`config.mk`:
```
export PLATFORM = sky130hd
export DESIGN_NAME = scc_ctrl
export DESIGN_NICKNAME = d
export VERILOG_FILES = /design/src/scc_pkg.sv /design/src/scc_ctrl.sv
export SDC_FILE = /design/constraint.sdc
export NUM_CORES = 1
export LEC_CHECK = 0
export BUFFER_PORTS_ARGS = -buffer_cell sky130_fd_sc_hd__buf_2
export CAP_MARGIN = 5
export CELL_PAD_IN_SITES_DETAIL_PLACEMENT = 1
export CELL_PAD_IN_SITES_GLOBAL_PLACEMENT = 1
export CORE_MARGIN = 10
export CORE_UTILIZATION = 31
export DETAILED_ROUTE_END_ITERATION = 6
export PLACE_DENSITY = 0.87
export SYNTH_ARGS = -nofsm -noshare
export SYNTH_HDL_FRONTEND = slang
export SYNTH_SLANG_ARGS = --single-unit
```
`constraint.sdc`:
```
create_clock -name clk -period 1.75 [get_ports clk]
set_input_delay 0.0875 -clock clk [delete_from_list [all_inputs] [get_ports clk]]
set_output_delay 0.0875 -clock clk [all_outputs]
set_load 0.02 [all_outputs]
```
`src/scc_pkg.sv`:
```
`timescale 1ns / 1ps
package scc_pkg;

  // fixed field widths
  localparam int IDX_W   = 12;
  localparam int POS_W   = 32;
  localparam int RAD_W   = 31;
  localparam int MASK_W  = 64;
  localparam int GM_W    = 32;
  localparam int RC_W    = 16;
  localparam int OP_W    = 2;
  localparam int SQ_W    = 64;
  localparam int ACC_W   = SQ_W + 2;

  localparam int MAX_ATOMS_DEF   = 4096;
  localparam int COUNT_WIDTH_DEF = 16;

  // input word layout, lowest bit first
  localparam int IN_IDX_I_LO = 0;
  localparam int IN_IDX_J_LO = IN_IDX_I_LO + IDX_W;
  localparam int IN_PIX_LO   = IN_IDX_J_LO + IDX_W;
  localparam int IN_PIY_LO   = IN_PIX_LO + POS_W;
  localparam int IN_PIZ_LO   = IN_PIY_LO + POS_W;
  localparam int IN_PJX_LO   = IN_PIZ_LO + POS_W;
  localparam int IN_PJY_LO   = IN_PJX_LO + POS_W;
  localparam int IN_PJZ_LO   = IN_PJY_LO + POS_W;
  localparam int IN_RI_LO    = IN_PJZ_LO + POS_W;
  localparam int IN_RJ_LO    = IN_RI_LO + RAD_W;
  localparam int IN_MASK_LO  = IN_RJ_LO + RAD_W;
  localparam int IN_USED_W   = IN_MASK_LO + MASK_W;
  localparam int IN_DATA_W   = ((IN_USED_W + 7) / 8) * 8;

  // output word layout
  localparam int OUT_RC_LO   = 0;
  localparam int OUT_HIT_BIT = OUT_RC_LO + RC_W;
  localparam int OUT_TI_BIT  = OUT_HIT_BIT + 1;
  localparam int OUT_TJ_BIT  = OUT_TI_BIT + 1;
  localparam int OUT_USED_W  = OUT_TJ_BIT + 1;
  localparam int OUT_DATA_W  = ((OUT_USED_W + 7) / 8) * 8;

  // configuration port
  localparam int CFG_AW = 3;
  localparam int CFG_DW = 32;
  localparam logic REG_GROUP_MASK   = 1'b0;
  localparam logic REG_PARTNER_MASK = 1'b1;

  typedef enum logic [OP_W-1:0] {
    OP_CLEAR = 2'd0,
    OP_PAIR  = 2'd1,
    OP_READ  = 2'd2,
    OP_NONE  = 2'd3
  } scc_op_t;

  typedef enum logic [1:0] {
    SQ_X = 2'd0,
    SQ_Y = 2'd1,
    SQ_Z = 2'd2,
    SQ_R = 2'd3
  } scc_sq_t;

  typedef enum logic [1:0] {
    WR_INIT   = 2'd0,
    WR_CLEAR  = 2'd1,
    WR_BUMP_I = 2'd2,
    WR_BUMP_J = 2'd3
  } scc_wr_t;

  typedef enum logic [3:0] {
    S_INIT,
    S_IDLE,
    S_DECODE,
    S_SQ_X,
    S_SQ_Y,
    S_SQ_Z,
    S_SQ_R,
    S_DRAIN_A,
    S_DRAIN_B,
    S_CMP,
    S_RD_I,
    S_WR_I,
    S_RD_J,
    S_WR_J,
    S_RESP
  } scc_state_t;

  typedef struct packed {
    logic [GM_W-1:0] group_mask;
    logic [GM_W-1:0] partner_mask;
  } scc_cfg_t;

  typedef struct packed {
    logic    load;      // latch the accepted word
    logic    sq_en;     // push one operand into the squarer
    scc_sq_t sq_sel;
    logic    rd_en;
    logic    rd_j;      // read address is index_j
    logic    wr_en;
    scc_wr_t wr_kind;
    logic    out_load;  // capture result payload
  } scc_cmd_t;

  typedef struct packed {
    scc_op_t op;
    logic    i_ok;      // index_i inside the store
    logic    eligible;  // some tally allowed by the masks
    logic    bump_i;
    logic    bump_j;
    logic    init_last;
  } scc_stat_t;

endpackage

```
`src/scc_ctrl.sv`:
```
`timescale 1ns / 1ps
module scc_ctrl
  import scc_pkg::*;
(
  input  logic      clk,
  input  logic      rst_n,
  input  logic      in_tvalid,
  output logic      in_tready,
  output logic      out_tvalid,
  input  logic      out_tready,
  input  scc_stat_t stat,
  output scc_cmd_t  cmd
);

  scc_state_t state_r, state_nxt;
  logic       out_valid_r, out_valid_nxt;
  logic       slot_free;

  assign slot_free  = !out_valid_r || out_tready;
  assign in_tready  = (state_r == S_IDLE);
  assign out_tvalid = out_valid_r;

  // next state
  always_comb begin
    state_nxt = state_r;
    unique case (state_r)
      S_INIT:    if (stat.init_last) state_nxt = S_IDLE;
      S_IDLE:    if (in_tvalid) state_nxt = S_DECODE;
      S_DECODE: begin
        if (stat.op == OP_PAIR && stat.eligible) state_nxt = S_SQ_X;
        else state_nxt = S_RESP;
      end
      S_SQ_X:    state_nxt = S_SQ_Y;
      S_SQ_Y:    state_nxt = S_SQ_Z;
      S_SQ_Z:    state_nxt = S_SQ_R;
      S_SQ_R:    state_nxt = S_DRAIN_A;
      S_DRAIN_A: state_nxt = S_DRAIN_B;
      S_DRAIN_B: state_nxt = S_CMP;
      S_CMP: begin
        priority if (stat.bump_i) state_nxt = S_RD_I;
        else if (stat.bump_j)     state_nxt = S_RD_J;
        else                      state_nxt = S_RESP;
      end
      S_RD_I:    state_nxt = S_WR_I;
      S_WR_I:    state_nxt = stat.bump_j ? S_RD_J : S_RESP;
      S_RD_J:    state_nxt = S_WR_J;
      S_WR_J:    state_nxt = S_RESP;
      S_RESP:    if (slot_free) state_nxt = S_IDLE;
      default:   state_nxt = S_INIT;
    endcase
  end

  // commands
  always_comb begin
    cmd = '0;
    cmd.load = in_tvalid && in_tready;
    unique case (state_r)
      S_INIT: begin
        cmd.wr_en   = 1'b1;
        cmd.wr_kind = WR_INIT;
      end
      S_DECODE: begin
        cmd.wr_en   = (stat.op == OP_CLEAR) && stat.i_ok;
        cmd.wr_kind = WR_CLEAR;
        cmd.rd_en   = (stat.op == OP_READ);
      end
      S_SQ_X: begin
        cmd.sq_en  = 1'b1;
        cmd.sq_sel = SQ_X;
      end
      S_SQ_Y: begin
        cmd.sq_en  = 1'b1;
        cmd.sq_sel = SQ_Y;
      end
      S_SQ_Z: begin
        cmd.sq_en  = 1'b1;
        cmd.sq_sel = SQ_Z;
      end
      S_SQ_R: begin
        cmd.sq_en  = 1'b1;
        cmd.sq_sel = SQ_R;
      end
      S_RD_I: cmd.rd_en = 1'b1;
      S_WR_I: begin
        cmd.wr_en   = 1'b1;
        cmd.wr_kind = WR_BUMP_I;
      end
      S_RD_J: begin
        cmd.rd_en = 1'b1;
        cmd.rd_j  = 1'b1;
      end
      S_WR_J: begin
        cmd.wr_en   = 1'b1;
        cmd.wr_kind = WR_BUMP_J;
      end
      S_RESP: cmd.out_load = slot_free;
      default: ;
    endcase
  end

  always_comb begin
    out_valid_nxt = out_valid_r;
    if (cmd.out_load) out_valid_nxt = 1'b1;
    else if (out_tready) out_valid_nxt = 1'b0;
  end

  always_ff @(posedge clk) begin
    if (!rst_n) begin
      state_r     <= S_INIT;
      out_valid_r <= 1'b0;
    end else begin
      state_r     <= state_nxt;
      out_valid_r <= out_valid_nxt;
    end
  end

  a_accept_decode: assert property (@(posedge clk) disable iff (!rst_n)
    (in_tvalid && in_tready) |=> (state_r == S_DECODE))
    else $error("accepted word not followed by decode");

  a_rd_needs_bump: assert property (@(posedge clk) disable iff (!rst_n)
    ((state_r == S_RD_I) |-> stat.bump_i) and ((state_r == S_RD_J) |-> stat.bump_j))
    else $error("count update without an eligible tally");

  a_no_overwrite: assert property (@(posedge clk) disable iff (!rst_n)
    (out_valid_r && !out_tready) |-> !cmd.out_load)
    else $error("result loaded over a waiting word");

endmodule

```
Word-level counts from Yosys, hierarchy flattened:

Index checks and enable logic that the tools add are counted.

* register bits after elaboration: 5
* output and inout port bits: 12
* logic and storage cells: 45

* equality and inequality tests: 19
* mux-type cells: 14
* reductions and logical operators: 10

Operator list (number)
* 4-bit one-hot mux with 15 select lines: 1
* 4-bit == test, second input constant: 7
* 3-bit one-hot mux with 4 select lines: 2
* 4-bit by 3-bit == test with 1-bit output, second input constant: 4
* 4-bit 2-to-1 mux: 4
* 4-bit by 2-bit == test with 1-bit output, second input constant: 2
* 2-bit != test, second input constant: 3
* 4-bit by 1-bit == test with 1-bit output, second input constant: 1
* 4-bit zero test: 1
* 1-bit 2-to-1 mux: 4
* 1-bit logical AND: 3
* 3-bit 2-to-1 mux: 1
* 3-bit AND reduction: 1
* 2-bit by 1-bit == test with 1-bit output, second input constant: 1
* 2-bit == test, second input constant: 1
* 2-bit zero test: 1
* 2-bit 2-to-1 mux: 1
* 1-bit one-hot mux with 2 select lines: 1
* 2-bit nonzero test: 1
* 2-bit OR reduction: 1
* 1-bit zero test: 1
* 1-bit logical OR: 1

Logic depth before layout (Yosys ltp):

* depth after elaboration: 4
* depth in mapped cells: 5

Worst setup path before layout:

OpenSTA, ideal clock, no wires.

* kind: register -> output
* start: register state_r[2]
* end: output cmd[9] (netlist name)
* arrival time: 1.452 ns
* required time: 1.662 ns
* setup slack: 0.211 ns
* cell stages (with the launch flop): 5
* path buffers: 2
* path through: dfxtp_1 -> buf_6 -> buf_2 -> nor3_1 -> and2_1

RTL lines
* start: declaration: RTL line scc_ctrl.sv:15 `scc_state_t state_r, state_nxt;`
* start signal: assignment: RTL line scc_ctrl.sv:112 `state_r <= state_nxt;`
* end: declaration: RTL line scc_ctrl.sv:12 `output scc_cmd_t cmd`

==> results.cfg <==
[run_status]
outcome = complete, no violations

[timing]
fin_tns_setup_ns = 0
slew_headroom_pct = 62.9
drv_slew = 0
tightest_slew_ns = 0.556
hold_violations = 0
min_period_ns = 1.63
hold_ws_ns = 0.0580
min_period_over_period_pct = 93.2
fin_skew_ns = 0.00247
fin_ws_ns = 0.119
finalSetupViolations = 0
max_freq_ghz = 0.613
grt_setup_unrepaired = no

[worst_hold_path]
min_path_type = in -> reg

[global_routing]
overflow = 0
grt_antenna_before_repair = 0
grt_first_pass_wirelength_mm = 2.78
grt_pass1_vias = 610
grt_use_total_pct = 9.63
grt_max_degree = 17

[setup_path]
critPathSlowestCell = nor4b_2
cp_cell_sequence = buf_4, nor4b_2, a21o_1, buf_2
worstPathRequired_ns = 1.66
startpoint_type = register
worst-endpoint-arrival_ns = 1.54
critPathTopFamily = simple AND/OR/NAND/NOR gates
cp_max_fo = 9
slowest_delay_ns = 0.41
critPathKind = reg -> out
end_kind = primary output
path_buf_inv = 2

[synthesis]
syn_avg_cell_area_sq_um = 7.98
synth_ff_type = dfxtp_1
netlist_instances = 66
ys_seq_elements = 5
synth_edf_count = 0
synth.distinct_cells = 38
syn-cell-area_sq_um = 527
yosys_warnings = 0
syn_nets = 77
ys_seq_area_share_pct = 19.0
synth-async-reset-ratio_pct = 0

[cts]
hold_buffers = 0
cts_sinks = 5
cts.path.max_buffers = 2
cts_root_buf = clkbuf_4
clkTransAtPathRegs_ns = 0.05
tritoncts = done
clk_latency_ns = 0.25
h-tree-depth = 1
cts_setup_buffers = 0
post_cts_resized = 0
cts_buffers = 3

[floorplan]
dieArea_sq_um = 3750
core_area_sq_um = 1560
io_pins = 23
fp.dieH_um = 61.2
start_util_pct = 33.8
die_w_um = 61.2
placementRows = 14

[final_layout]
antenna_cells = 0
fin_cells = 104
synthToLayoutAreaGrowth_pct = 25.4
nets = 100
drive_gt1_share_pct = 39.8

[power_and_ir_drop]
p_per_area_nw_per_um2 = 1090
power_uw = 721
vdd_drop_max_mv = 0.421
leakagePower_uw = 0.000311

[drt]
drc = 0
wl_per_cell_um = 17.5
num_vias = 581
ant_nets = 0
vias_per_cell = 5.59
routed_wl_mm = 1.82
dr.pass1.iters = 4
drt_iter0_drc = 9

[place]
port_buffers = 22
dp_hpwl_mm = 1.43
gp_congestion = 0.811
dp.cells = 100
pre_cts_ws_ns = 0.250

[job]
max_cap_violations = 0
[power by group]
part	internal [uW]	leakage, uW	switching, uW
Sequential	137	0.0000412	75.4
Clock	86.5	0.0000150	51.9
Combinational	167	0.000255	204
Total	391	0.000311	331
[Yosys cell counts, types with 2 or more instances]
cell	count	share of area, %
nor2b_1	2	2.4
nand3b_1	2	2.8
nand2_1	4	2.8
and3b_1	2	3.3
nor3_1	3	2.8
nor2_1	4	2.8
a21boi_0	2	2.8
and2_1	3	3.6
o21bai_1	2	2.8
inv_1	3	2.1
buf_2	4	3.8
o21ai_0	2	1.9
buf_4	2	2.8
a41oi_1	2	3.3
a21oi_1	2	1.9
dfxtp_1	5	19
[flip-flops by register name (all words and copies together), names as in the netlist]
register    cells
state_r         4
out_tvalid      1
[worst paths after layout]
kind              start    endpoint  slack, ns  cells past startpoint
max reg2reg  state_r[3]  state_r[0]       0.22                      3
min               rst_n  out_tvalid       0.06                      2
max          state_r[2]      cmd[1]       0.12                      4
min reg2reg  state_r[1]  state_r[1]       0.72                      2
[stage by stage]
step                cell area (sq um)  utilization [%]
finish                            661             42.4
global route                      661             42.4
CTS                               659             42.3
detailed placement                633             40.6
global placement                  633             40.6
floorplan                         527                -
[cell families (layout without fill, tap and decap cells)]
kind of cell,count (synthesis),in the layout,share of synthesized area (%)
simple gates,31,31,39.4
compound gates,19,19,29.0
buf+inv,10,32,10.9
flops,5,5,19.0
xor+xnor,1,1,1.66
[area by class of cell]
class / instances / area [sq um]
clock buffer: 4 / 26.3
fill: 216 / 898
inverter: 3 / 11.3
multi-input combinational: 51 / 369
sequential: 5 / 101
tap: 16 / 20.0
timing repair buffer: 25 / 133
[metal layers]
layer,wire [um],GRT usage (%),up-vias
li1,-,-,288
met1,810,10.8,272
met2,886,16.4,21
met3,125,3.70,0
met4,0,2.93,0
met5,0,0,-
[placed cells by master (no fill, tap or decap), types with 2 or more instances in the layout]
master	count
a21boi_0	2
dfxtp_1	4
and3b_1	2
buf_4	3
nor3_1	3
inv_1	3
a21oi_1	2
nor2_1	4
nand3b_1	2
a41oi_1	2
nand2_1	4
o21ai_0	2
nor2b_1	2
buf_2	22
and2_1	3
o21bai_1	2
clkbuf_4	3
(Power assumes the default switching activity.)
