**config.mk**
```make
export PLATFORM = sky130hd
export DESIGN_NAME = scc_regs
export DESIGN_NICKNAME = d
export VERILOG_FILES = /design/src/scc_pkg.sv /design/src/scc_regs.sv
export SDC_FILE = /design/constraint.sdc
export NUM_CORES = 1
export LEC_CHECK = 0
export CORE_ASPECT_RATIO = 1.2
export CORE_MARGIN = 2
export CORE_UTILIZATION = 64
export CTS_CLUSTER_DIAMETER = 80
export CTS_CLUSTER_SIZE = 14
export DETAILED_ROUTE_END_ITERATION = 6
export DONT_BUFFER_PORTS = 1
export HOLD_SLACK_MARGIN = 0.1
export PLACE_DENSITY_LB_ADDON = 0.15
export SLEW_MARGIN = 20
export SYNTH_ARGS = -nofsm -noshare
export SYNTH_HDL_FRONTEND = slang
export SYNTH_SLANG_ARGS = --single-unit
```
**constraint.sdc**
```tcl
create_clock -name clk -period 1.5 [get_ports clk]
set_input_delay 0.15 -clock clk [delete_from_list [all_inputs] [get_ports clk]]
set_output_delay 0.15 -clock clk [all_outputs]
set_load 0.005 [all_outputs]
```
**src/scc_pkg.sv**
```systemverilog
`timescale 1ns / 1ps
package scc_pkg;

  // fixed field widths
  localparam int IDX_W   = 12;
  localparam int POS_W   = 32;
  localparam int RAD_W   = 31;
  localparam int MASK_W  = 64;
  localparam int GM_W    = 32;
  localparam int RC_W    = 16;
  localparam int OP_W    = 2;
  localparam int SQ_W    = 64;
  localparam int ACC_W   = SQ_W + 2;

  localparam int MAX_ATOMS_DEF   = 4096;
  localparam int COUNT_WIDTH_DEF = 16;

  // input word layout, lowest bit first
  localparam int IN_IDX_I_LO = 0;
  localparam int IN_IDX_J_LO = IN_IDX_I_LO + IDX_W;
  localparam int IN_PIX_LO   = IN_IDX_J_LO + IDX_W;
  localparam int IN_PIY_LO   = IN_PIX_LO + POS_W;
  localparam int IN_PIZ_LO   = IN_PIY_LO + POS_W;
  localparam int IN_PJX_LO   = IN_PIZ_LO + POS_W;
  localparam int IN_PJY_LO   = IN_PJX_LO + POS_W;
  localparam int IN_PJZ_LO   = IN_PJY_LO + POS_W;
  localparam int IN_RI_LO    = IN_PJZ_LO + POS_W;
  localparam int IN_RJ_LO    = IN_RI_LO + RAD_W;
  localparam int IN_MASK_LO  = IN_RJ_LO + RAD_W;
  localparam int IN_USED_W   = IN_MASK_LO + MASK_W;
  localparam int IN_DATA_W   = ((IN_USED_W + 7) / 8) * 8;

  // output word layout
  localparam int OUT_RC_LO   = 0;
  localparam int OUT_HIT_BIT = OUT_RC_LO + RC_W;
  localparam int OUT_TI_BIT  = OUT_HIT_BIT + 1;
  localparam int OUT_TJ_BIT  = OUT_TI_BIT + 1;
  localparam int OUT_USED_W  = OUT_TJ_BIT + 1;
  localparam int OUT_DATA_W  = ((OUT_USED_W + 7) / 8) * 8;

  // configuration port
  localparam int CFG_AW = 3;
  localparam int CFG_DW = 32;
  localparam logic REG_GROUP_MASK   = 1'b0;
  localparam logic REG_PARTNER_MASK = 1'b1;

  typedef enum logic [OP_W-1:0] {
    OP_CLEAR = 2'd0,
    OP_PAIR  = 2'd1,
    OP_READ  = 2'd2,
    OP_NONE  = 2'd3
  } scc_op_t;

  typedef enum logic [1:0] {
    SQ_X = 2'd0,
    SQ_Y = 2'd1,
    SQ_Z = 2'd2,
    SQ_R = 2'd3
  } scc_sq_t;

  typedef enum logic [1:0] {
    WR_INIT   = 2'd0,
    WR_CLEAR  = 2'd1,
    WR_BUMP_I = 2'd2,
    WR_BUMP_J = 2'd3
  } scc_wr_t;

  typedef enum logic [3:0] {
    S_INIT,
    S_IDLE,
    S_DECODE,
    S_SQ_X,
    S_SQ_Y,
    S_SQ_Z,
    S_SQ_R,
    S_DRAIN_A,
    S_DRAIN_B,
    S_CMP,
    S_RD_I,
    S_WR_I,
    S_RD_J,
    S_WR_J,
    S_RESP
  } scc_state_t;

  typedef struct packed {
    logic [GM_W-1:0] group_mask;
    logic [GM_W-1:0] partner_mask;
  } scc_cfg_t;

  typedef struct packed {
    logic    load;      // latch the accepted word
    logic    sq_en;     // push one operand into the squarer
    scc_sq_t sq_sel;
    logic    rd_en;
    logic    rd_j;      // read address is index_j
    logic    wr_en;
    scc_wr_t wr_kind;
    logic    out_load;  // capture result payload
  } scc_cmd_t;

  typedef struct packed {
    scc_op_t op;
    logic    i_ok;      // index_i inside the store
    logic    eligible;  // some tally allowed by the masks
    logic    bump_i;
    logic    bump_j;
    logic    init_last;
  } scc_stat_t;

endpackage

```
**src/scc_regs.sv**
```systemverilog
`timescale 1ns / 1ps
module scc_regs
  import scc_pkg::*;
(
  input  logic              clk,
  input  logic              rst_n,
  input  logic              cfg_psel,
  input  logic              cfg_penable,
  input  logic              cfg_pwrite,
  input  logic [CFG_AW-1:0] cfg_paddr,
  input  logic [CFG_DW-1:0] cfg_pwdata,
  output logic [CFG_DW-1:0] cfg_prdata,
  output logic              cfg_pready,
  output scc_cfg_t          cfg
);

  scc_cfg_t cfg_r, cfg_nxt;
  logic     wr;

  assign cfg_pready = 1'b1;
  assign wr = cfg_psel && cfg_penable && cfg_pwrite && cfg_pready;

  // word aligned decode: bit 2 picks the register
  always_comb begin
    cfg_nxt = cfg_r;
    if (wr) begin
      unique case (cfg_paddr[2])
        REG_GROUP_MASK:   cfg_nxt.group_mask   = cfg_pwdata;
        REG_PARTNER_MASK: cfg_nxt.partner_mask = cfg_pwdata;
        default: ;
      endcase
    end
  end

  always_ff @(posedge clk) begin
    if (!rst_n) begin
      cfg_r.group_mask   <= GM_W'(1);
      cfg_r.partner_mask <= GM_W'(1);
    end else begin
      cfg_r <= cfg_nxt;
    end
  end

  always_comb begin
    unique case (cfg_paddr[2])
      REG_GROUP_MASK:   cfg_prdata = cfg_r.group_mask;
      REG_PARTNER_MASK: cfg_prdata = cfg_r.partner_mask;
      default:          cfg_prdata = '0;
    endcase
  end

  assign cfg = cfg_r;

endmodule

```
Word level (Yosys, flattened, before mapping)
Index checks and enable logic that the tools add are counted.

storage, ports and cells
  register bits = 64
  input port bits = 40
  output and inout bits = 97
  logic and storage cells = 8

cells by class
  bitwise logic cells = 1
  reductions and logical operators = 4
  mux-type cells = 1

operator list
  operator                          number
  case mux 32 bit (2 select lines)  1
  AND reduction 2 bit               2
  logical AND 1 bit                 2
  inverter 1 bit                    1

Logic depth before layout (Yosys ltp)
Gate-level depths: netlist of run 1.

  depth after elaboration = 3
  depth in mapped cells = 5
  mapped depth without buffers = 2

Least setup slack after synthesis of run 1
Ideal clock, no wire load.

  kind = input -> register
  start = input port cfg_paddr[2]
  end = register cfg_r (netlist bit cfg[33])
  setup time = 0.072 ns
  data arrival time = 0.938 ns
  slack = 0.490 ns
  stages = 5
  cell sequence = buf_6 > and4b_1 > buf_6 > buf_6 > mux2i_1

between the ends
  cells in the longest elaborated chain, start to end = 2

ends and longest elaborated chain
  what                                  RTL line        source
  start: declaration                    scc_regs.sv:10  input logic [CFG_AW-1:0] cfg_paddr,
  inverter 1 bit                        n/a
  AND reduction 2 bit (no source line)  n/a
  end signal: assignment                scc_regs.sv:40  cfg_r <= cfg_nxt;
  end: declaration                      scc_regs.sv:17  scc_cfg_t cfg_r, cfg_nxt;

Every way passes these cells.
A chain may end at the register's enable or synchronous reset.

==> key figures, run 1 <==
Status
  – Run status: finished, final reports clean

Power and ir drop
  – Clock power share: 37.7%
  – Leak: 1.51 nW
  – Sw Share: 22.1%
  – P per Cell Area: 889 nW/um^2
  – Combinational power share: 8.2%
  – Internal: 2.55 mW
  – Worst vdd ir: 0.645 mV
  – Power Total: 3.28 mW
  – Sequential share of power: 54.2%
  – Sw Pwr: 724 uW

Finish
  – Share of layout cells above drive strength 1: 14.1%
  – Area Overhead vs Synth: 30.8%
  – Final Util: 86.6%
  – Max reg flops: 64
  – Antenna Cells: 0
  – Commonest cells after routing, fill and taps aside: nand2_1, dlygate4sd3_1, mux2i_1, dfxtp_1, mux2_2
  – Final cell count without fillers: 403
  – # nets final: 385
  – Most common cell after layout, fill and taps aside: nand2_1

Worst setup path
  – Reg2reg end: cfg[23]$_SDFFE_PN0P_
  – Critical path required time: 1770 ps
  – Worst R2R Path Depth: 3
  – Critical path launch point type: flop
  – CP Max Fanout: 3
  – Worst reg2reg setup slack: 260 ps
  – Setup crit end kind: flop
  – FF-to-FF Start: cfg[23]$_SDFFE_PN0P_
  – WP data arrival: 1510 ps
  – CP Class: flop to flop

Min path
  – Hold path cells: 3
  – Hold path start: rst_n
  – Min-delay worst type: primary input to flop
  – Hold EP: cfg[33]$_SDFFE_PN0P_

Synth
  – Syn Inst Count: 282
  – Synth warnings: 0
  – Flops & latches, synth: 64
  – Yosys cell types: 12
  – Avg Inst Size Synth: 10.0 sq um
  – Mapped Area: 2820 sq um
  – Seq/Total Area, Yosys: 45.5%
  – Net Count, Synth: 322

CTS
  – H-tree depth: 3
  – Bufs on Longest Clock Path: 2
  – CTS tree: yes
  – CTS Sinks: 64
  – Clock Latency Late Sink: 320 ps
  – Root Buffer: clkbuf_8
  – Clock transition at the registers of the reported paths: 60 ps
  – CTS Buf Count: 9

Floorplanning
  – Die area: 4950 sq um
  – Ports: 137
  – Initial Util: 66.1%
  – Std cell rows: 26
  – Die Wd: 64.6 microns
  – Core area: 4260 sq um
  – Die H: 76.7 microns

Drt
  – Drt first pass iters: 4
  – Final WL: 6.72 mm
  – WL per Instance: 16.7 microns
  – Drt drc: 0
  – Routed Antenna Nets: 0
  – Via Count: 2243
  – Iteration-0 DRC Markers: 110
  – Vias per inst: 5.57

Run
  – Max Cap Viol: 0

STA
  – Final Hold Viols: 0
  – Minimum clock period: 1240 ps
  – Final period utilization: 82.5%
  – Max Freq: 808 MHz
  – RSZ-0062 raised after global routing: false
  – Final Setup Violations: 0
  – Setup_tns: 0 ps
  – Setup Skew: 0 ps
  – Slew Limit Fails: 0
  – Final WS setup: 263 ps

Placement
  – Dpl cells: 317
  – GPL Wtd Cong: 0.719
  – Pre-CTS setup slack: 484 ps
  – Detailed Place HPWL: 3.45 mm
  – Port Buf Inserts: 0

Global route
  – Initial antenna violation count: 0
  – GRT overflow: 0
  – Largest net degree at the start of global routing: 58
  – GRT Util Overall: 27.8%
  – Global-route wire length before repair: 10.6 mm
  – Vias in the first global route: 2179
==> critical path, stage by stage (launching register included) <==
cell           delay, ps
dfxtp_1              380
nand2_1               70
mux2i_1              150
dlygate4sd3_1        580
==> synth_stat cells (all sizes together) <==
master  count  area share [%]
and4b       1            0.36
buf        16             4.1
clkbuf      7            0.93
conb        1            0.13
dfxtp      64              45
mux2       32              13
mux2i      64              23
nand2      93              12
nand4       1            0.44
nor2b       3            0.67
==> repair_timing <==
item | in CTS | in global routing
buffers inserted | 0 | 0
gates resized for setup | 0 | 0
hold endpoints to repair | 64 | 0
hold buffers | 73 | 0
==> logic make-up (layout without fill, tap and decap cells) <==
group	count (synthesis)	count (layout)	share of synthesized area (%)
and+or+nand+nor	98	98	13.8
buffers and inverters	23	88	5.06
muxes	96	96	35.5
DFF	64	64	45.5
other	1	1	0.133
==> power by group through the flow <==
stage	clock (mW)	sequential (mW)	combinational (mW)
after detailed placement	0	1.81	0.149
after floorplan	0	1.80	0.186
after global placement	0	1.81	0.145
after global routing	1.32	1.78	0.289
after CTS	1.26	1.77	0.263
final	1.23	1.78	0.268
==> layer usage <==
layer | routed length (microns) | global-route usage [%] | share of wire, % | vias to the layer above
li1 | - | - | - | 1064
met1 | 2670 | 33.5 | 40 | 1062
met2 | 3460 | 46.9 | 52 | 104
met3 | 456 | 6.45 | 6.8 | 13
met4 | 130 | 11.9 | 1.9 | 0
met5 | 0 | 0 | 0 | -
==> through the flow <==
| stage | hold slack [ps] | instance area, sq um |
|---|---|---|
| final | 184 | 3690 |
| after detailed placement | 307 | 2790 |
| after global placement | 304 | 2790 |
| after CTS | 189 | 3690 |
| after global routing | 209 | 3690 |
| after floorplan | 312 | 2820 |
==> cell type report <==
cell class / instances / area (sq um)
Sequential cell: 64 / 1280
Clock buffer: 12 / 155
Multi-Input combinational cell: 195 / 1400
Fill cell: 227 / 573
Clock inverter: 1 / 5.00
Tap cell: 56 / 70.1
Timing Repair Buffer: 75 / 781
==> worst max-delay path by stage <==
stage,from,end,slack (ps),cells after the start
final,cfg[23]$_SDFFE_PN0P_,cfg[23]$_SDFFE_PN0P_,260,3
after global routing,cfg[6]$_SDFFE_PN0P_,cfg[6]$_SDFFE_PN0P_,170,3
after CTS,cfg[29]$_SDFFE_PN0P_,cfg[29]$_SDFFE_PN0P_,310,3
after detailed placement,cfg_paddr[2],cfg[35]$_SDFFE_PN0P_,480,3
after global placement,cfg_paddr[2],cfg[32]$_SDFFE_PN1P_,520,3
after floorplan,cfg_paddr[2],cfg[33]$_SDFFE_PN0P_,490,5
No activity file was read; power rests on OpenSTA's default activity.
==> run 2: changes to the inputs <==
--- a/config.mk
+++ b/config.mk
@@ -5,9 +5,10 @@
 export SDC_FILE = /design/constraint.sdc
 export NUM_CORES = 1
 export LEC_CHECK = 0
+export ABC_AREA = 1
 export CORE_ASPECT_RATIO = 1.2
 export CORE_MARGIN = 2
-export CORE_UTILIZATION = 64
+export CORE_UTILIZATION = 57
 export CTS_CLUSTER_DIAMETER = 80
 export CTS_CLUSTER_SIZE = 14
 export DETAILED_ROUTE_END_ITERATION = 6
==> constraint.sdc (replaced) <==
create_clock -name clk -period 1.1 [get_ports clk]
set_input_delay 0.11 -clock clk [delete_from_list [all_inputs] [get_ports clk]]
set_output_delay 0.11 -clock clk [all_outputs]
set_load 0.005 [all_outputs]
==> key figures, run 2 <==
Status
  – Run status: finished with violations
  – Violated checks: hold timing

Worst setup path
  – Setup crit end kind: flop
  – WP data arrival: 1310 ps (-200 ps)
  – Critical path launch point type: primary input
  – CP Max Fanout: 16 (+13)
  – Worst R2R Path Depth: 2 (-1)
  – Critical path required time: 1340 ps (-430 ps)
  – Reg2reg end: cfg[19]$_SDFFE_PN0P_
  – CP Class: primary input to flop
  – Worst reg2reg setup slack: 450 ps (+190 ps)
  – FF-to-FF Start: cfg[19]$_SDFFE_PN0P_

Placement
  – Post-DP Area: 3050 sq um (+9.5%)
  – Pre-CTS setup slack: 202 ps (-282 ps)
  – Detailed Place HPWL: 4.44 mm (+28%)
  – Port Buf Inserts: 0 (unchanged)
  – GPL Wtd Cong: 0.739 (+2.8%)

STA
  – Final hold slack: -112 ps (-296 ps)
  – RSZ-0062 raised after global routing: true
  – Worst rel slew slack: 59.7%
  – Final period utilization: 97.8%
  – Final WS setup: 23.7 ps (-239 ps)
  – Max Freq: 929 MHz
  – Final Hold Viols: 1 (+1)
  – Actual slew at the worst max-slew pin: 604 ps
  – Slew Limit Fails: 0 (unchanged)
  – Final Setup Violations: 0 (unchanged)
  – Setup Skew: 0 ps (unchanged)
  – Minimum clock period: 1080 ps

CTS
  – CTS Sinks: 64 (unchanged)
  – CTS Buf Count: 9 (unchanged)
  – Root Buffer: clkbuf_8
  – Clock transition at the registers of the reported paths: 70 ps (about the same)
  – H-tree depth: 3 (unchanged)
  – Bufs on Longest Clock Path: 2 (unchanged)
  – CTS tree: yes
  – Clock Latency Late Sink: 330 ps (about the same)
  – Hold buffers post-CTS: 58 (-21%)

Finish
  – # nets final: 573 (+49%)
  – Post-route cell area: 3920 sq um (+6.2%)
  – Antenna Cells: 0 (unchanged)
  – Max reg flops: 64 (unchanged)
  – Number of fill cells: 421 (+85%)
  – Most common cell after layout, fill and taps aside: nand2_1
  – Area Overhead vs Synth: 26.8%
  – FF+latch area: 1280 sq um (unchanged)
  – Multi-input gate area: 1450 sq um (+3.9%)
  – Commonest cells after routing, fill and taps aside: nand2_1, nor2_1, nand3_1, dfxtp_1, dlygate4sd3_1
  – Share of layout cells above drive strength 1: 6.32% (-7.8 points)

Power and ir drop
  – P per Cell Area: 1310 nW/um^2 (+48%)
  – Worst vdd ir: 0.968 mV (+50%)
  – Leak: 1.85 nW (+23%)

Synth
  – Area leader, netlist: dfxtp_1
  – Top FF cell, synth: dfxtp_1
  – Seq/Total Area, Yosys: 41.5% (-4.0 points)
  – Top cells by count, synth: nand2_1, nor2_1, dfxtp_1, nand3_1, inv_1
  – Synth top area share: 41.5% (-4.0 points)
  – Most common cell in the netlist: nand2_1
  – Yosys cell types: 15 (+3)
  – Avg Inst Size Synth: 6.34 sq um (-37%)
  – Dominant cells by area after synthesis: dfxtp_1, nand2_1, nor2_1, nand3_1, inv_1
  – Syn Inst Count: 487 (+73%)
  – Mapped Area: 3090 sq um (+9.6%)
  – Synth warnings: 0 (unchanged)
  – Flops & latches, synth: 64 (unchanged)
  – Async set-reset flop share out of synthesis: 0% (unchanged)
  – Net Count, Synth: 527 (+64%)
  – Post-synth EDFFs: 0 (unchanged)

Global route
  – Largest net degree at the start of global routing: 55 (-5.2%)
  – Initial antenna violation count: 0 (unchanged)
  – GRT overflow: 0 (unchanged)
  – Global-route wire length before repair: 13.4 mm (+26%)
  – GRT Util Overall: 27.6% (-0.17 points)
  – Vias in the first global route: 3059 (+40%)

Min path
  – Hold path start: rst_n
  – Hold EP: cfg[41]$_SDFFE_PN0P_
  – Min-delay worst type: primary input to flop
  – Hold path cells: 2 (-1)

Drt
  – Vias per inst: 5.24 (-5.8%)
  – Via Count: 3145 (+40%)
  – Drt drc: 0 (unchanged)
  – Routed Antenna Nets: 0 (unchanged)
  – Drt first pass iters: 4 (unchanged)
  – WL per Instance: 13.8 microns (-17%)
  – Iteration-0 DRC Markers: 195 (+77%)
  – Final WL: 8.30 mm (+23%)

Floorplanning
  – Core area: 5260 sq um (+23%)
  – Die H: 84.6 microns (+10%)
  – Ports: 137 (unchanged)
  – Initial Util: 58.7% (-7.4 points)
  – Die area: 6030 sq um (+22%)
  – Std cell rows: 29 (+12%)
  – Die Wd: 71.2 microns (+10%)

Run
  – Max Cap Viol: 0 (unchanged)
-- run 2: cell count changes after synthesis, moves of 2 or more --
cell      before  now
buf_1          0    5
buf_2          9   15
buf_4          2    4
buf_6          5   10
clkbuf_1       7    0
inv_1          0   31
inv_2          0    2
mux2_2        32    0
mux2i_1       64    0
nand2_1       93  161
nand3_1        0   64
nor2_1         0  124
nor2_4         0    3
nor2b_1        3    0
-- run 2: worst max path at each step --
stage,from,endpoint,slack (ps)
2_1_floorplan,cfg_psel,cfg[49]$_SDFFE_PN0P_,330
3_3_place_gp,cfg_pwrite,cfg[2]$_SDFFE_PN0P_,240
3_5_place_dp,cfg_pwrite,cfg[13]$_SDFFE_PN0P_,200
4_1_cts,cfg_paddr[2],cfg[28]$_SDFFE_PN0P_,30
5_1_grt,cfg_psel,cfg[7]$_SDFFE_PN0P_,-10
6_report,cfg_psel,cfg[7]$_SDFFE_PN0P_,20
-- run 2: per-layer routing --
layer | vias up | routed length (microns) | track usage (%) | share of wire (%)
li1 | 1570 | - | - | -
met1 | 1444 | 3350 | 30.9 | 40
met2 | 119 | 4260 | 50.1 | 51
met3 | 12 | 566 | 6.72 | 6.8
met4 | 0 | 122 | 9.61 | 1.5
met5 | - | 0 | 0 | 0
-- run 2: critical path: stages --
cell	delay [ps]
nand2_2	50
nor2_4	140
buf_4	150
clkbuf_16	160
nand3_1	70
nand2_1	60
dlygate4sd3_1	540
nor2_1	40
-- run 2: per-stage QoR --
stage                     utilization (%)  power [mW]  setup TNS, ps  hold slack, ps  cells
final                                74.4        5.13              0            -112    600
after global placement               58.0        2.92              0             206    523
after detailed placement             58.0        2.93              0             206    523
after global routing                 74.4        5.33          -26.1           -56.8    600
after floorplan                         -        2.92              0             236    487
after CTS                            73.0        5.13              0            45.6    597
-- run 2: cell type report --
| type | count | share of cell area [%] |
|---|---|---|
| clock buffer | 13 | 4.06 |
| timing repair buffer | 69 | 20.0 |
| sequential | 64 | 32.7 |
| tap | 62 | 1.98 |
| inverter | 33 | 3.16 |
| multi-input combinational | 356 | 37.0 |
| clock inverter | 3 | 1.02 |
-- run 2: logic make-up (layout without fill, tap and decap cells) --
group / count (synthesis) / after routing / synth area share [%]
AOI/OAI and AO/OA: 2 / 2 / 0.324
other: 1 / 1 / 0.121
buffers and inverters: 67 / 118 / 11.7
and+or+nand+nor: 353 / 353 / 46.4
DFF: 64 / 64 / 41.5
-- run 2: timing repair --
action                                  CTS  global route
endpoints found under the setup margin    0            36
buffers inserted                          0             2
hold endpoints to repair                 64            23
gates resized for setup                   0             7
-- run 2: where the power goes --
group / internal, mW / switching, mW
combinational: 0.308 / 0.312
clock: 1.17 / 0.868
sequential: 2.40 / 0.0812
total: 3.87 / 1.26
==> run 3: changes to the inputs <==
--- a/config.mk
+++ b/config.mk
@@ -8,7 +8,7 @@
 export ABC_AREA = 1
 export CORE_ASPECT_RATIO = 1.2
 export CORE_MARGIN = 2
-export CORE_UTILIZATION = 57
+export CORE_UTILIZATION = 63
 export CTS_CLUSTER_DIAMETER = 80
 export CTS_CLUSTER_SIZE = 14
 export DETAILED_ROUTE_END_ITERATION = 6
==> constraint.sdc (replaced) <==
create_clock -name clk -period 1 [get_ports clk]
set_input_delay 0.1 -clock clk [delete_from_list [all_inputs] [get_ports clk]]
set_output_delay 0.1 -clock clk [all_outputs]
set_load 0.005 [all_outputs]
==> key figures, run 3 (synthesis results as in run 2) <==
Status
  – Run status: finished with violations
  – Violated checks: hold timing

CTS
  – Hold buffers post-CTS: 22 (-62%)
  – Post-CTS Setup Repair Bufs: 0 (unchanged)
  – Bufs on Longest Clock Path: 2 (unchanged)
  – CTS Sinks: 64 (unchanged)
  – CTS Buf Count: 9 (unchanged)
  – H-tree depth: 3 (unchanged)
  – Clock transition at the registers of the reported paths: 70 ps (about the same)
  – Root Buffer: clkbuf_8
  – CTS tree: yes
  – Clock Latency Late Sink: 330 ps (about the same)

Drt
  – Vias per inst: 5.33 (+1.6%)
  – DR top layer: met4
  – Drt first pass iters: 4 (unchanged)
  – Routed Antenna Nets: 0 (unchanged)
  – Final WL: 7.41 mm (-11%)
  – Routed wl met3: 638 microns (+13%)
  – Iteration-0 DRC Markers: 242 (+24%)
  – Met1 wire length: 2.95 mm (-12%)
  – DR WL met2: 3.76 mm (-12%)
  – Drt drc: 0 (unchanged)
  – Via Count: 2961 (-5.9%)
  – WL per Instance: 13.3 microns (-3.6%)

Finish
  – Share of layout cells above drive strength 1: 16.5% (+10 points)
  – Final cell count without fillers: 556 (-7.3%)
  – Number of fill cells: 362 (-14%)
  – Max reg flops: 64 (unchanged)
  – Antenna Cells: 0 (unchanged)
  – # nets final: 534 (-6.8%)
  – Area Overhead vs Synth: 16.0%
  – Most common cell after layout, fill and taps aside: nand2_1
  – Post-route cell area: 3580 sq um (-8.5%)
  – Commonest cells after routing, fill and taps aside: nand2_1, nor2_1, nand3_1
  – Final Util: 76.8% (+2.4 points)

Global route
  – Global-route wire length before repair: 11.5 mm (-15%)
  – GRT Util Overall: 27.5% (-0.051 points)
  – Largest net degree at the start of global routing: 67 (+22%)
  – GRT overflow: 0 (unchanged)
  – Initial antenna violation count: 0 (unchanged)
  – Vias in the first global route: 2722 (-11%)

Floorplanning
  – Std cell rows: 27 (-6.9%)
  – Die area: 5480 sq um (-9.0%)
  – Die Wd: 67.9 microns (-4.6%)
  – Ports: 137 (unchanged)
  – Initial Util: 66.3% (+7.5 points)
  – Die H: 80.7 microns (-4.6%)
  – Core area: 4660 sq um (-11%)

Power and ir drop
  – P per Cell Area: 1460 nW/um^2 (+11%)
  – Worst vdd ir: 0.962 mV (-0.60%)
  – Leak: 1.81 nW (-2.5%)

Worst setup path
  – CP Cell Sequence: nand2_1, nor2_4, buf_12, nand3_1, nand2_1, dlygate4sd3_1, nor2_1
  – CP Class: primary input to flop
  – Crit-path most repeated cell: nand2_1
  – Top delay family on crit path: buffers and inverters
  – Setup crit end kind: flop
  – FF-to-FF Start: cfg[30]$_SDFFE_PN0P_
  – Critical path depth: 7 (-1)
  – Worst path max stage delay: 540 ps (about the same)
  – Worst reg2reg setup slack: 360 ps (-90 ps)
  – CP bufs+invs: 2 (-1)
  – Critical path launch point type: primary input
  – Critical path required time: 1240 ps (-100 ps)
  – WP data arrival: 1240 ps (-70 ps)
  – Reg2reg end: cfg[30]$_SDFFE_PN0P_
  – CP Max Fanout: 25 (+9)
  – Worst R2R Path Depth: 2 (unchanged)
  – Slowest CP cell: dlygate4sd3_1
  – Setup crit end: cfg[62]$_SDFFE_PN0P_
  – Worst setup path startpoint: cfg_psel

STA
  – Final Setup Violations: 0 (unchanged)
  – Final hold slack: -125 ps (-12.9 ps)
  – Max Freq: 1000 MHz
  – Minimum clock period: 998 ps
  – Slew Limit Fails: 0 (unchanged)
  – RSZ-0062 raised after global routing: true
  – Final Hold Viols: 42 (+41)
  – Setup Skew: 0 ps (unchanged)
  – Final period utilization: 99.8%

Run
  – Max Cap Viol: 0 (unchanged)

Placement
  – GPL Wtd Cong: 0.762 (+3.0%)
  – Dpl cells: 519 (-0.76%)
  – Post-DP Area: 3090 sq um (+1.1%)
  – Detailed Place HPWL: 4.44 mm (about the same)
  – Port Buf Inserts: 0 (unchanged)

Min path
  – Min-delay worst type: primary input to flop
[run 3: cell count changes in the layout (fill, tap and decap cells not counted)]
cell | previous run | this run
dlygate4sd3_1 | 51 | 7
dfxtp_2 | 0 | 52
dfxtp_1 | 64 | 12
clkbuf_1 | 2 | 0
buf_4 | 4 | 0
bufinv_16 | 1 | 0
clkbuf_16 | 2 | 0
buf_6 | 1 | 0
clkinv_2 | 2 | 4
buf_12 | 6 | 8
dlymetal6s4s_1 | 5 | 15
[run 3: what timing repair did]
action	CTS	global route
gates resized for setup	1	67
endpoints found under the setup margin	1	53
pin swaps	0	1
hold endpoints to repair	64	55
[run 3: metal layers]
| metal | track usage, % | up-vias |
|---|---|---|
| li1 | - | 1490 |
| met1 | 30.4 | 1342 |
| met2 | 47.8 | 124 |
| met3 | 10.2 | 5 |
| met4 | 9.40 | 0 |
| met5 | 0 | - |
[run 3: worst register-to-register path, cell delays in order (launching register included)]
cell and delay, ps:
dfxtp_2 340, nor2_1 130, nor2_1 60
[run 3: cell type report]
type | count | area, sq um | area share (%)
multi-input combinational | 356 | 1450 | 40.5
clock inverter | 4 | 20.0 | 0.559
clock buffer | 11 | 151 | 4.23
tap | 58 | 72.6 | 2.03
inverter | 33 | 124 | 3.46
sequential | 64 | 1350 | 37.6
timing repair buffer | 30 | 418 | 11.7
[run 3: worst min path at each step]
stage          depth (start not counted)              endpoint          start  slack, ps
2_1_floorplan                          2   cfg[0]$_SDFFE_PN1P_  cfg_pwdata[0]        230
3_3_place_gp                           1  cfg[32]$_SDFFE_PN1P_          rst_n        190
3_5_place_dp                           1  cfg[32]$_SDFFE_PN1P_          rst_n        200
4_1_cts                                1   cfg[0]$_SDFFE_PN1P_          rst_n       -160
5_1_grt                                1   cfg[0]$_SDFFE_PN1P_          rst_n       -160
6_report                               2   cfg[5]$_SDFFE_PN0P_          rst_n       -130
[run 3: power breakdown]
group	internal (mW)	switching [mW]
clock network	1.00	0.943
logic	0.255	0.286
registers	2.65	0.0901
[run 3: stage by stage]
step / total power [mW] / TNS (ps) / worst slack [ps]
after floorplan: 3.21 / 0 / 238
after global placement: 3.22 / 0 / 172
after detailed placement: 3.24 / 0 / 132
after CTS: 5.24 / 0 / 1.36
after global routing: 5.47 / -336 / -71.3
final: 5.23 / 0 / 1.76
